===== src/rtl/core/jpeg_marker_scanner_unit_assert.svh =====
`ifndef JPEG_MARKER_SCANNER_UNIT_ASSERT_SVH
`define JPEG_MARKER_SCANNER_UNIT_ASSERT_SVH

// check the consequent in the same cycle as the antecedent
`define JMS_ASSERT_NOW(label, clk, rstn, ante, cons) \
  label: assert property (@(posedge clk) disable iff (!(rstn)) (ante) |-> (cons)) \
    else $error("jms assertion failed");

// check the consequent in the cycle after the antecedent
`define JMS_ASSERT_NEXT(label, clk, rstn, ante, cons) \
  label: assert property (@(posedge clk) disable iff (!(rstn)) (ante) |=> (cons)) \
    else $error("jms assertion failed");

`endif


===== src/rtl/core/jms_pkg.sv =====
package jms_pkg;

  localparam int unsigned OffsetBits = 24;
  localparam int unsigned OutOffW    = 24;
  localparam int unsigned FifoDepth  = 2;
  localparam int unsigned PtrW       = (FifoDepth > 1) ? $clog2(FifoDepth) : 1;
  localparam int unsigned CntW       = $clog2(FifoDepth + 1);

  typedef logic [OffsetBits-1:0] pos_t;
  localparam pos_t PosMax = '1;

  localparam logic [7:0] BytePrefix = 8'hFF;
  localparam logic [7:0] ByteStuff  = 8'h00;
  localparam logic [7:0] MarkSof    = 8'hC0;
  localparam logic [7:0] MarkDht    = 8'hC4;
  localparam logic [7:0] MarkRst0   = 8'hD0;
  localparam logic [7:0] MarkRst7   = 8'hD7;
  localparam logic [7:0] MarkSoi    = 8'hD8;
  localparam logic [7:0] MarkEoi    = 8'hD9;
  localparam logic [7:0] MarkSos    = 8'hDA;
  localparam logic [7:0] MarkDqt    = 8'hDB;
  localparam logic [7:0] CompId420  = 8'h21;

  localparam logic [15:0] LenMin = 16'd2;

  localparam logic [3:0] SegHeightHi = 4'd1;
  localparam logic [3:0] SegHeightLo = 4'd2;
  localparam logic [3:0] SegWidthHi  = 4'd3;
  localparam logic [3:0] SegWidthLo  = 4'd4;
  localparam logic [3:0] SegCompId   = 4'd7;
  localparam logic [3:0] SegLast     = 4'd15;

  localparam logic [1:0] ChromaMode420   = 2'd0;
  localparam logic [1:0] ChromaModeOther = 2'd2;

  typedef enum logic [2:0] {
    PH_SCAN   = 3'd0,
    PH_MARKER = 3'd1,
    PH_LEN_HI = 3'd2,
    PH_LEN_LO = 3'd3,
    PH_SKIP   = 3'd4,
    PH_DONE   = 3'd5
  } phase_e;

  typedef enum logic [2:0] {
    CLS_OTHER  = 3'd0,
    CLS_NOBODY = 3'd1,
    CLS_EOI    = 3'd2,
    CLS_RST    = 3'd3,
    CLS_DQT    = 3'd4,
    CLS_DHT    = 3'd5,
    CLS_SOF    = 3'd6,
    CLS_SOS    = 3'd7
  } mark_cls_e;

  typedef struct packed {
    logic [7:0] data;
    logic       start;
    logic       is_prefix;
    mark_cls_e  cls;
  } item_t;

  typedef struct packed {
    logic full;
    logic not_empty;
  } fifo_status_t;

  typedef struct packed {
    phase_e      phase;
    pos_t        pos;
    logic        ovf;
    mark_cls_e   cls;
    logic [7:0]  len_hi;
    logic [15:0] skip;
    logic [3:0]  seg;
    pos_t        quant;
    pos_t        huff;
    pos_t        frame;
    pos_t        scan;
    logic        rst_seen;
    logic [15:0] height;
    logic [15:0] width;
    logic [7:0]  comp;
    logic        found;
  } parse_state_t;

endpackage


===== src/rtl/core/jpeg_marker_scanner_unit.sv =====
// JPEG marker scanner.
// Input channel: one file byte per word on data_byte_i, with start_req_i set on
// byte 0 of a new file; a word moves when in_valid_i is high and in_stall_o low.
// Output channel: one result word per image, on the EOI marker, carrying the
// DQT/DHT/SOF payload offsets, the scan data offset, frame size, chroma mode
// and status flags; it moves when out_valid_o is high and out_stall_i low.
// Throughput, while no pending result is stalled: one byte per cycle. The front
// stage classifies each byte and writes it into a two-entry queue; the parser
// pops one byte per cycle. The EOI byte is first written into the queue; once
// the parser pops it, the result and out_valid_o are registered.
// Reset clears the parser state as for a fresh file, empties the queue and
// drops any pending result. While the receiver stalls a pending result, the
// parser holds, the queue fills, and in_stall_o rises once it holds two bytes.
// Bytes after EOI are dropped until a byte arrives with start_req_i set.
module jpeg_marker_scanner_unit import jms_pkg::*; (
  input  logic        clk_i,
  input  logic        rst_ni,
  input  logic        in_valid_i,
  output logic        in_stall_o,
  input  logic [7:0]  data_byte_i,
  input  logic        start_req_i,
  output logic        out_valid_o,
  input  logic        out_stall_i,
  output logic [23:0] quant_offset_o,
  output logic [23:0] huff_offset_o,
  output logic [23:0] frame_offset_o,
  output logic [23:0] scan_data_offset_o,
  output logic        restart_seen_o,
  output logic [1:0]  chroma_mode_o,
  output logic [15:0] image_width_o,
  output logic [15:0] image_height_o,
  output logic        frame_seen_o,
  output logic        offset_overflow_o
);

  fifo_status_t status;
  item_t        push_item;
  item_t        head;
  logic         push;
  logic         pop;

  jms_classify u_classify (
    .in_valid_i  (in_valid_i),
    .in_stall_o  (in_stall_o),
    .data_byte_i (data_byte_i),
    .start_req_i (start_req_i),
    .status_i    (status),
    .push_o      (push),
    .item_o      (push_item)
  );

  jms_fifo u_fifo (
    .clk_i    (clk_i),
    .rst_ni   (rst_ni),
    .push_i   (push),
    .item_i   (push_item),
    .pop_i    (pop),
    .head_o   (head),
    .status_o (status)
  );

  jms_parse u_parse (
    .clk_i              (clk_i),
    .rst_ni             (rst_ni),
    .head_i             (head),
    .status_i           (status),
    .pop_o              (pop),
    .out_valid_o        (out_valid_o),
    .out_stall_i        (out_stall_i),
    .quant_offset_o     (quant_offset_o),
    .huff_offset_o      (huff_offset_o),
    .frame_offset_o     (frame_offset_o),
    .scan_data_offset_o (scan_data_offset_o),
    .restart_seen_o     (restart_seen_o),
    .chroma_mode_o      (chroma_mode_o),
    .image_width_o      (image_width_o),
    .image_height_o     (image_height_o),
    .frame_seen_o       (frame_seen_o),
    .offset_overflow_o  (offset_overflow_o)
  );

endmodule


===== src/rtl/core/jms_classify.sv =====
module jms_classify import jms_pkg::*; (
  input  logic         in_valid_i,
  output logic         in_stall_o,
  input  logic [7:0]   data_byte_i,
  input  logic         start_req_i,
  input  fifo_status_t status_i,
  output logic         push_o,
  output item_t        item_o
);

  mark_cls_e cls;

  always_comb begin
    if (data_byte_i == ByteStuff || data_byte_i == MarkSoi) begin
      cls = CLS_NOBODY;
    end else if (data_byte_i == MarkEoi) begin
      cls = CLS_EOI;
    end else if (data_byte_i >= MarkRst0 && data_byte_i <= MarkRst7) begin
      cls = CLS_RST;
    end else if (data_byte_i == MarkDqt) begin
      cls = CLS_DQT;
    end else if (data_byte_i == MarkDht) begin
      cls = CLS_DHT;
    end else if (data_byte_i == MarkSof) begin
      cls = CLS_SOF;
    end else if (data_byte_i == MarkSos) begin
      cls = CLS_SOS;
    end else begin
      cls = CLS_OTHER;
    end
  end

  assign in_stall_o       = status_i.full;
  assign push_o           = in_valid_i && !status_i.full;
  assign item_o.data      = data_byte_i;
  assign item_o.start     = start_req_i;
  assign item_o.is_prefix = (data_byte_i == BytePrefix);
  assign item_o.cls       = cls;

endmodule


===== src/rtl/core/jms_fifo.sv =====
`include "jpeg_marker_scanner_unit_assert.svh"

module jms_fifo import jms_pkg::*; (
  input  logic         clk_i,
  input  logic         rst_ni,
  input  logic         push_i,
  input  item_t        item_i,
  input  logic         pop_i,
  output item_t        head_o,
  output fifo_status_t status_o
);

  item_t            mem_q [FifoDepth];
  logic [PtrW-1:0]  wr_ptr_q, wr_ptr_d;
  logic [PtrW-1:0]  rd_ptr_q, rd_ptr_d;
  logic [CntW-1:0]  count_q, count_d;

  assign status_o.full      = (count_q == CntW'(FifoDepth));
  assign status_o.not_empty = (count_q != '0);
  assign head_o             = mem_q[rd_ptr_q];

  always_comb begin
    wr_ptr_d = wr_ptr_q;
    rd_ptr_d = rd_ptr_q;
    count_d  = count_q;
    if (push_i) begin
      wr_ptr_d = (wr_ptr_q == PtrW'(FifoDepth - 1)) ? '0 : wr_ptr_q + PtrW'(1);
    end
    if (pop_i) begin
      rd_ptr_d = (rd_ptr_q == PtrW'(FifoDepth - 1)) ? '0 : rd_ptr_q + PtrW'(1);
    end
    if (push_i && !pop_i) begin
      count_d = count_q + CntW'(1);
    end else if (pop_i && !push_i) begin
      count_d = count_q - CntW'(1);
    end
  end

  always_ff @(posedge clk_i or negedge rst_ni) begin
    if (!rst_ni) begin
      wr_ptr_q <= '0;
      rd_ptr_q <= '0;
      count_q  <= '0;
    end else begin
      wr_ptr_q <= wr_ptr_d;
      rd_ptr_q <= rd_ptr_d;
      count_q  <= count_d;
    end
  end

  always_ff @(posedge clk_i) begin
    if (push_i) begin
      mem_q[wr_ptr_q] <= item_i;
    end
  end

  `JMS_ASSERT_NOW(a_no_push_full, clk_i, rst_ni, push_i, count_q != CntW'(FifoDepth))
  `JMS_ASSERT_NOW(a_no_pop_empty, clk_i, rst_ni, pop_i, count_q != '0)
  `JMS_ASSERT_NOW(a_empty_ptrs, clk_i, rst_ni, count_q == '0, wr_ptr_q == rd_ptr_q)

endmodule


===== src/rtl/core/jms_parse.sv =====
`include "jpeg_marker_scanner_unit_assert.svh"

module jms_parse import jms_pkg::*; (
  input  logic         clk_i,
  input  logic         rst_ni,
  input  item_t        head_i,
  input  fifo_status_t status_i,
  output logic         pop_o,
  output logic         out_valid_o,
  input  logic         out_stall_i,
  output logic [23:0]  quant_offset_o,
  output logic [23:0]  huff_offset_o,
  output logic [23:0]  frame_offset_o,
  output logic [23:0]  scan_data_offset_o,
  output logic         restart_seen_o,
  output logic [1:0]   chroma_mode_o,
  output logic [15:0]  image_width_o,
  output logic [15:0]  image_height_o,
  output logic         frame_seen_o,
  output logic         offset_overflow_o
);

  parse_state_t st_q, st_d, cur;
  logic         emit;
  logic         active;
  logic [15:0]  len_raw, len_c, add;
  logic [OffsetBits:0] sum;
  pos_t         sat;
  logic         sat_ovf;
  logic [15:0]  skip_m1;

  logic         out_valid_q, out_valid_d;
  logic [23:0]  quant_q, huff_q, frame_q, scan_q;
  logic         rst_seen_q, found_q, ovf_q;
  logic [1:0]   chroma_q;
  logic [15:0]  width_q, height_q;

  assign pop_o = status_i.not_empty && (!out_valid_q || !out_stall_i);

  always_comb begin
    cur     = head_i.start ? parse_state_t'('0) : st_q;
    st_d    = cur;
    emit    = 1'b0;
    active  = (cur.phase != PH_DONE);
    len_raw = {cur.len_hi, head_i.data};
    len_c   = (len_raw < LenMin) ? LenMin : len_raw;
    add     = (cur.phase == PH_LEN_LO) ? (len_c - 16'd1) : 16'd3;
    sum     = {1'b0, cur.pos} + {{(OffsetBits + 1 - 16){1'b0}}, add};
    sat_ovf = sum[OffsetBits];
    sat     = sat_ovf ? PosMax : sum[OffsetBits-1:0];
    skip_m1 = cur.skip - 16'd1;

    unique case (cur.phase)
      PH_SCAN: begin
        if (head_i.is_prefix) begin
          st_d.phase = PH_MARKER;
        end
      end
      PH_MARKER: begin
        st_d.cls = head_i.cls;
        unique case (head_i.cls)
          CLS_NOBODY: st_d.phase = PH_SCAN;
          CLS_EOI: begin
            st_d.phase = PH_DONE;
            emit       = 1'b1;
          end
          CLS_RST: begin
            st_d.rst_seen = 1'b1;
            st_d.phase    = PH_SCAN;
          end
          CLS_DQT: begin
            st_d.quant = sat;
            st_d.ovf   = cur.ovf | sat_ovf;
            st_d.phase = PH_LEN_HI;
          end
          CLS_DHT: begin
            st_d.huff  = sat;
            st_d.ovf   = cur.ovf | sat_ovf;
            st_d.phase = PH_LEN_HI;
          end
          CLS_SOF: begin
            st_d.frame  = sat;
            st_d.ovf    = cur.ovf | sat_ovf;
            st_d.found  = 1'b1;
            st_d.height = '0;
            st_d.width  = '0;
            st_d.comp   = '0;
            st_d.phase  = PH_LEN_HI;
          end
          default: st_d.phase = PH_LEN_HI;
        endcase
      end
      PH_LEN_HI: begin
        st_d.len_hi = head_i.data;
        st_d.phase  = PH_LEN_LO;
      end
      PH_LEN_LO: begin
        if (cur.cls == CLS_SOS) begin
          st_d.scan = sat;
          st_d.ovf  = cur.ovf | sat_ovf;
        end
        st_d.seg   = '0;
        st_d.skip  = len_c - LenMin;
        st_d.phase = (len_c != LenMin) ? PH_SKIP : PH_SCAN;
      end
      PH_SKIP: begin
        if (cur.cls == CLS_SOF) begin
          unique case (cur.seg)
            SegHeightHi: st_d.height[15:8] = head_i.data;
            SegHeightLo: st_d.height[7:0]  = head_i.data;
            SegWidthHi:  st_d.width[15:8]  = head_i.data;
            SegWidthLo:  st_d.width[7:0]   = head_i.data;
            SegCompId:   st_d.comp         = head_i.data;
            default: ;
          endcase
        end
        if (cur.seg != SegLast) begin
          st_d.seg = cur.seg + 4'd1;
        end
        st_d.skip = skip_m1;
        if (skip_m1 == '0) begin
          st_d.phase = PH_SCAN;
        end
      end
      PH_DONE: ;
      default: st_d.phase = PH_SCAN;
    endcase

    if (active && !emit) begin
      if (cur.pos != PosMax) begin
        st_d.pos = cur.pos + pos_t'(1);
      end else begin
        st_d.ovf = 1'b1;
      end
    end
  end

  always_comb begin
    out_valid_d = out_valid_q;
    if (out_valid_q && !out_stall_i) begin
      out_valid_d = 1'b0;
    end
    if (pop_o && emit) begin
      out_valid_d = 1'b1;
    end
  end

  always_ff @(posedge clk_i or negedge rst_ni) begin
    if (!rst_ni) begin
      st_q        <= '0;
      out_valid_q <= 1'b0;
    end else begin
      if (pop_o) begin
        st_q <= st_d;
      end
      out_valid_q <= out_valid_d;
    end
  end

  always_ff @(posedge clk_i) begin
    if (pop_o && emit) begin
      quant_q    <= OutOffW'(cur.quant);
      huff_q     <= OutOffW'(cur.huff);
      frame_q    <= OutOffW'(cur.frame);
      scan_q     <= OutOffW'(cur.scan);
      rst_seen_q <= cur.rst_seen;
      chroma_q   <= (cur.comp == CompId420) ? ChromaMode420 : ChromaModeOther;
      width_q    <= cur.width;
      height_q   <= cur.height;
      found_q    <= cur.found;
      ovf_q      <= cur.ovf;
    end
  end

  assign out_valid_o        = out_valid_q;
  assign quant_offset_o     = quant_q;
  assign huff_offset_o      = huff_q;
  assign frame_offset_o     = frame_q;
  assign scan_data_offset_o = scan_q;
  assign restart_seen_o     = rst_seen_q;
  assign chroma_mode_o      = chroma_q;
  assign image_width_o      = width_q;
  assign image_height_o     = height_q;
  assign frame_seen_o       = found_q;
  assign offset_overflow_o  = ovf_q;

  `JMS_ASSERT_NEXT(a_done_after_eoi, clk_i, rst_ni, pop_o && emit, st_q.phase == PH_DONE)
  `JMS_ASSERT_NOW(a_hold_when_blocked, clk_i, rst_ni, out_valid_q && out_stall_i, !pop_o)

endmodule


===== config.mk =====
export PLATFORM = sky130hd
export DESIGN_NAME = jpeg_marker_scanner_unit
export DESIGN_NICKNAME = d
export VERILOG_FILES = /design/src/rtl/core/jms_pkg.sv /design/src/rtl/core/jpeg_marker_scanner_unit.sv /design/src/rtl/core/jms_classify.sv /design/src/rtl/core/jms_fifo.sv /design/src/rtl/core/jms_parse.sv
export VERILOG_INCLUDE_DIRS = /design/src /design/src/rtl/core
export SDC_FILE = /design/constraint.sdc
export NUM_CORES = 1
export LEC_CHECK = 0
export BUFFER_PORTS_ARGS = -buffer_cell sky130_fd_sc_hd__buf_4
export CAP_MARGIN = 20
export CORE_MARGIN = 10
export CORE_UTILIZATION = 47
export DETAILED_ROUTE_END_ITERATION = 8
export GPL_TIMING_DRIVEN = 0
export HOLD_SLACK_MARGIN = 0.06
export PLACE_DENSITY_LB_ADDON = 0.3
export SYNTH_ARGS = -nofsm -noshare
export SYNTH_HDL_FRONTEND = slang
export SYNTH_SLANG_ARGS = --single-unit
export TNS_END_PERCENT = 50

===== constraint.sdc =====
create_clock -name clk_i -period 9.9 [get_ports clk_i]
set_clock_uncertainty 0.2 [all_clocks]
set_input_delay 1.98 -clock clk_i [delete_from_list [all_inputs] [get_ports clk_i]]
set_output_delay 1.98 -clock clk_i [all_outputs]
set_load 0.02 [all_outputs]

; Yosys cells after proc, flatten, opt, wreduce, memory -nomap -nowiden
; Memory sizes are Yosys's and may differ from the RTL's.
; Index checks and enable logic that the tools add are counted.
[word_totals]
input_bits = 13
mem_bits_rw = 26
n_memories = 1
word_cells = 154
ff_bits = 335
[mem_list]
columns = memory, depth, word_bits, rd, rd_clocked_by_memory_dff, write_ports, line_no
row1 = u_fifo.mem_q, 2, 13, 1, 0, 1, jms_fifo.sv:13  ; item_t mem_q [FifoDepth];
[op_classes]
bitwise = 1
addsub = 10
n_eq_ne = 31
n_reduce_logical = 24
magnitude_cmp = 3
muxes = 54
[ops]
columns = cell, count
row1 = 2-to-1 mux 197 bit, 1
row2 = 2-to-1 mux 24 bit, 7
row3 = case mux 40 bit (2 select lines), 1
row4 = 2-to-1 mux 72 bit, 1
row5 = "equality test 8 bit, second input constant", 7
row6 = 2-to-1 mux 8 bit, 6
row7 = 2-to-1 mux 41 bit, 1
row8 = 2-to-1 mux 40 bit, 1
row9 = case mux 20 bit (2 select lines), 1
row10 = 2-to-1 mux 3 bit, 11
row11 = 2-to-1 mux 16 bit, 2
row12 = "subtractor 16 x 1 -> 16 bit, second input constant", 2
row13 = adder 24 x 16 -> 25 bit, 1
row14 = 2-to-1 mux 25 bit, 1
row15 = "adder 24 x 1 -> 24 bit, second input constant", 1
row16 = "!= test 24 bit, second input constant", 1
row17 = "equality test 3 bit, second input constant", 7
row18 = case mux 3 bit (6 select lines), 1
row19 = zero test 16 bit, 1
row20 = "less-than comparator 16 x 2 -> 1 bit, second input constant", 1
row21 = "!= test 16 x 2 -> 1 bit, second input constant", 1
row22 = "subtractor 16 x 2 -> 16 bit, second input constant", 1
row23 = 2-to-1 mux 1 bit, 14
row24 = "equality test 3 x 2 -> 1 bit, second input constant", 4
row25 = other kinds (27), 48

; Logic depth before layout (Yosys ltp)
; An unclocked memory read counts as a cell.
[logic_depth]
depth_word = 12
depth_mapped = 21
ltp_nobuf = 17

; Modules after synthesis
; From an unflattened synthesis, not the netlist that was laid out.
[unflattened]
hier_cells = 1556
hier_area_um2 = 16887.4
[modules_own_cells]
columns = mod, cells_per_inst, seq_area_each_um2, area_each_um2, instances
row1 = jms_parse, 1469, 8918.6, 15554.9, 1
row2 = jms_fifo, 56, 880.8, 1127.3, 1
row3 = jms_classify, 31, 0.0, 205.2, 1

; Least setup slack after synthesis
; OpenSTA, ideal clock, no wires.
[synth_timing]
path_type = input-to-reg
startpoint = input port out_stall_i
endpoint = register u_parse.chroma_q[1] (netlist: u_parse.chroma_mode_o[1]) (enable)
slack_ns = 2.922
arrival_ns = 6.270
cell_stages = 7
cell_sequence = a2bb2oi_1 inv_1 clkbuf_1 nor2_1 nand2_1 nor2_1 and2_1
[synth_via]
elab_chain_len = 4
[synth_rtl]
columns = item, line_no
row1 = from (decl), jpeg_marker_scanner_unit.sv:23  ; input logic out_stall_i,
row2 = zero test 1 bit, jms_parse.sv:38  ; assign pop_o = status_i.not_empty && (!out_valid_q || !out_stall_i);
row3 = logical OR 1 bit, jms_parse.sv:38
row4 = logical AND 1 bit, jms_parse.sv:38
row5 = logical AND 1 bit, jms_parse.sv:161  ; if (pop_o && emit) begin
row6 = to (signal assigned), jms_parse.sv:167  ; chroma_q <= (cur.comp == CompId420) ? ChromaMode420 : ChromaModeOther;
row7 = to (decl), jms_parse.sv:35  ; logic [1:0] chroma_q;
; No other way between the ends.
; A chain may end at the register's enable or synchronous reset.

; Worst setup path in the final report
[layout_timing]
startpoint = register u_fifo.rd_ptr_q
endpoint = register u_parse.st_q[75] (netlist bit)
[layout_via]
elab_chain_len = 10
word_cells_on_any_way = 13
cone_classes = add/sub: 2 / order compare: 1 / eq/ne: 3 / mux: 6 / memory: 1
[layout_rtl]
columns = item, line_no
row1 = from (decl), jms_fifo.sv:15  ; logic [PtrW-1:0] rd_ptr_q, rd_ptr_d;
row2 = from (signal assigned), jms_fifo.sv:46  ; rd_ptr_q <= rd_ptr_d;
row3 = memory read (2 x 13 bit) (*), --
row4 = 2-to-1 mux 197 bit, jms_parse.sv:41  ; cur = head_i.start ? parse_state_t'('0) : st_q;
row5 = less-than comparator 16 x 2 -> 1 bit, jms_parse.sv:46  ; len_c = (len_raw < LenMin) ? LenMin : len_raw;
row6 = 2-to-1 mux 16 bit, jms_parse.sv:46
row7 = subtractor 16 x 1 -> 16 bit, jms_parse.sv:47  ; add = (cur.phase == PH_LEN_LO) ? (len_c - 16'd1) : 16'd3;
row8 = 2-to-1 mux 16 bit, jms_parse.sv:47
row9 = adder 24 x 16 -> 25 bit, jms_parse.sv:48  ; sum = {1'b0, cur.pos} + {{(OffsetBits + 1 - 16){1'b0}}, add};
row10 = 2-to-1 mux 24 bit, jms_parse.sv:50  ; sat = sat_ovf ? PosMax : sum[OffsetBits-1:0];
row11 = 2-to-1 mux 24 bit, jms_parse.sv:61  ; unique case (head_i.cls)
row12 = 2-to-1 mux 72 bit (*), jms_parse.sv:53  ; unique case (cur.phase)
row13 = to (signal assigned), jms_parse.sv:154  ; st_q <= st_d;
row14 = to (decl), jms_parse.sv:23  ; parse_state_t st_q, st_d, cur;
; Mark *: on every way between the ends. The rest lies on a longest branch, timed or not.

==> results.json <==
{
  "run_status": "finished, final reports clean",
  "vias": 13300,
  "path_buf_inv": 4,
  "drc": 0,
  "p_sw_frac": 0.377,
  "final_common_cell": "nand2_1",
  "grt_pass1_wl_um": 76400,
  "slew_violations": 0,
  "clk_pin_slew_ns": 0.06,
  "worstSetupPathType": "reg2reg",
  "synthToLayoutAreaGrowth_pct": 18.6,
  "fmax_ghz": 0.148,
  "design.die.area_um2": 44100,
  "avgViaCountPerCell": 5.86,
  "required_ns": 10.08,
  "p_int_w": 0.00302,
  "fin_crit_sh": 0.683,
  "peakVddDrop_mv": 0.190,
  "worstSetupEndpointType": "register",
  "ys_types": 80,
  "pwr-share-seq": 0.370,
  "die_y_um": 210,
  "drt_wl_total_um": 49500,
  "hold_viol": 0,
  "instances_no_fill": 2275,
  "synthArstFlopShare": 0.561,
  "cts_tree": "yes",
  "cts_inserted_buffers": 39,
  "drt_pass1_iterations": 6,
  "fin_setup_tns_ns": 0,
  "place.gp.congestion": 0.947,
  "dp.cells": 2201,
  "fin_nets": 1824,
  "max_slew_margin": 0.161,
  "cts_resized": 0,
  "ios": 148,
  "p_leak_nw": 8.06,
  "track_usage": 0.218,
  "crit_chain": "buf_6 > mux2i_2 > o31ai_1 > a21bo_2 > inv_1 > ha_1 > o221ai_1 > nor2_1 > nand2_1 > nor2_1 > o21a_1 > ha_1 > clkbuf_1 > nand3_1 > nor2_1 > a311oi_1 > a211oi_2 > buf_2 > a21oi_1 > o21ai_0",
  "slowest_stage": "mux2i_2",
  "crit_arrival_ns": 6.94,
  "multi_input_area_um2": 6750,
  "cpLargestDelayFamily": "compound AO/OA/AOI/OAI gates",
  "netlist_instances": 1583,
  "final_antenna_net_count": 0,
  "dpl-instance-area_um2": 18800,
  "ys_ff_latch": 360,
  "drt_first_iter_violations": 1308,
  "cp-start-kind": "register",
  "tightestPinTransition_ns": 1.22,
  "synth_fp_nets": 1624,
  "p_clk_frac": 0.306,
  "numPortBuffers": 146,
  "clock_latency_ns": 0.54,
  "drv_cap": 0,
  "start_util": 0.477,
  "core_area_um2": 35600,
  "synth_area_um2": 17000,
  "crit_fanout": 10,
  "path_common_cell": "nor2_1",
  "setup_viol": 0,
  "clockBufferDepth": 3,
  "netlist.area_leader.share": 0.298,
  "power_density_nw_per_um2": 241,
  "cts_num_sinks": 360,
  "critical_path.max_stage_delay_ns": 0.76,
  "avgSynthCellArea_um2": 10.7,
  "fillers": 3056,
  "grt-ovfl-total": 0,
  "drive_gt1_frac": 0.142,
  "p_switching_w": 0.00183,
  "antenna_found_initial": 1,
  "ys_seq_area_frac": 0.578,
  "grt_max_degree": 122,
  "period_needed_ns": 6.76,
  "final_cell_area_um2": 20100,
  "place_hpwl_um": 35800,
  "h-tree-depth": 2,
  "combinationalPowerShare": 0.324,
  "rsz0062_at_grt": "false",
  "synth_top_area_cell": "dfrtp_1",
  "grt_pass1_vias": 13100,
  "antennaDiodeCount": 0,
  "postCtsSetupBuffers": 0,
  "final_cell_mix": "220 x nand2_1, 202 x dfrtp_1, 158 x edfxtp_1, 154 x buf_4, 149 x and2_1",
  "die_width_um": 210,
  "hp-class": "reg2reg",
  "synth_edf_count": 158,
  "cts_hold_buf": 0,
  "seq_area_um2": 9800,
  "rows": 69,
  "yosys_warnings": 0,
  "dominantRegCellSynth": "dfrtp_1",
  "wl_per_cell_um": 21.8,
  "synth_area_leaders": "dfrtp_1 30%, edfxtp_1 28%, and2_1 5.5%, nand2_1 4.9%, o21ai_0 4.1%",
  "cts_root_buf": "clkbuf_16"
}
## sequential cells by signal, indices dropped and copies added, names as in the netlist
register	cells
u_fifo.count_q	2
u_fifo.wr_ptr_q	1
u_parse.quant_offset_o	24
u_parse.frame_seen_o	1
u_parse.image_width_o	16
u_fifo.rd_ptr_q	1
u_parse.chroma_mode_o	1
u_parse.frame_offset_o	24
u_parse.offset_overflow_o	1
u_fifo.mem_q	26
u_parse.image_height_o	16
u_parse.st_q	197
u_parse.restart_seen_o	1
u_parse.out_valid_o	1
u_parse.huff_offset_o	24
u_parse.scan_data_offset_o	24
## cell usage after synthesis, types with 5 or more instances
master     number
o21a_1          7
xor2_1         20
or2_2           5
o21ai_0       138
edfxtp_1      158
ha_1           27
nor2b_1         6
nand3_1        37
a211oi_1        8
a21oi_1        41
nand2_1       220
nand2b_1        6
nor4_1         11
o221ai_1        5
o311ai_0        5
or3_1          15
nor3_1         34
o21ai_1         8
o211ai_1       27
clkbuf_1       65
nor4b_1         8
or4_1           7
mux2i_1        17
a22oi_1        11
buf_2           7
inv_1          25
o22ai_1         7
xnor2_1        30
a22o_1          7
and2_1        150
nor3b_1         8
nand4_1        22
o31ai_1         8
nor2_1         99
dfrtp_1       202
a21o_1         11
o2bb2ai_1      29
a31oi_1        12
## layer usage
metal,vias to the layer above,wire (µm),track usage,part of all wire
li1,6129,-,-,-
met1,6563,20600,0.282,0.42
met2,546,23400,0.357,0.47
met3,97,3770,0.0431,0.076
met4,0,1660,0.0816,0.034
met5,-,0,0,0
## path summary, 6_finish.rpt
path / from / to / slack [ns] / depth (start not counted)
setup / recovery: u_fifo.rd_ptr_q / u_parse.st_q[75] / 3.14 / 20
hold reg to reg: u_parse.st_q[82] / u_parse.st_q[82] / 0.27 / 2
max in group asynchronous: rst_ni / u_parse.st_q[86] / 7.20 / 2
hold / removal: u_parse.st_q[82] / u_parse.st_q[82] / 0.27 / 2
min in group asynchronous: rst_ni / u_parse.st_q[8] / 1.23 / 1
setup reg to reg: u_fifo.rd_ptr_q / u_parse.st_q[75] / 3.14 / 20
## power groups by stage
stage	registers, W	clock network [W]	logic [W]
global placement	0.00182	0	0.00150
floorplan	0.00183	0	0.000934
global route	0.00181	0.00157	0.00170
finish	0.00180	0.00148	0.00157
CTS	0.00179	0.00151	0.00155
detailed placement	0.00182	0	0.00154
## logic make-up (layout without fill, tap and decap cells)
kind of cell,Yosys count,count (layout),share of synthesized area
xor gates and xnor gates,52,52,0.0278
other,1,1,0.000221
adders and majority gates,28,28,0.0211
buffers and inverters,103,334,0.0244
muxes,22,22,0.0137
DFF,360,360,0.578
and+or+nand+nor,650,650,0.194
AOI/OAI and AO/OA,367,367,0.141
## layout make-up
type,instances,share of cell area
Clock inverter,24,0.0129
Sequential cell,360,0.487
Clock buffer,48,0.0523
Timing Repair Buffer,159,0.0627
Buffer,78,0.0159
Multi-Input combinational cell,1120,0.336
Inverter,25,0.00467
Tap cell,461,0.0287
## worst min-delay path: cells and delay by family (launching register included)
family,cells,cell delay (ns)
flip-flops,1,0.33
AND/OR/NAND/NOR,1,0.05
AO/OA/AOI/OAI,1,0.06
## stage by stage
step	util	total power [W]	setup WS (ns)	hold slack, ns
after floorplan	-	0.00276	2.92	0.239
after global placement	0.524	0.00332	0.587	0.252
after detailed placement	0.528	0.00336	2.89	0.259
after CTS	0.565	0.00484	2.88	0.276
after global routing	0.565	0.00508	2.79	0.293
final	0.565	0.00485	3.14	0.272
Power figures use the tool's default switching activity.
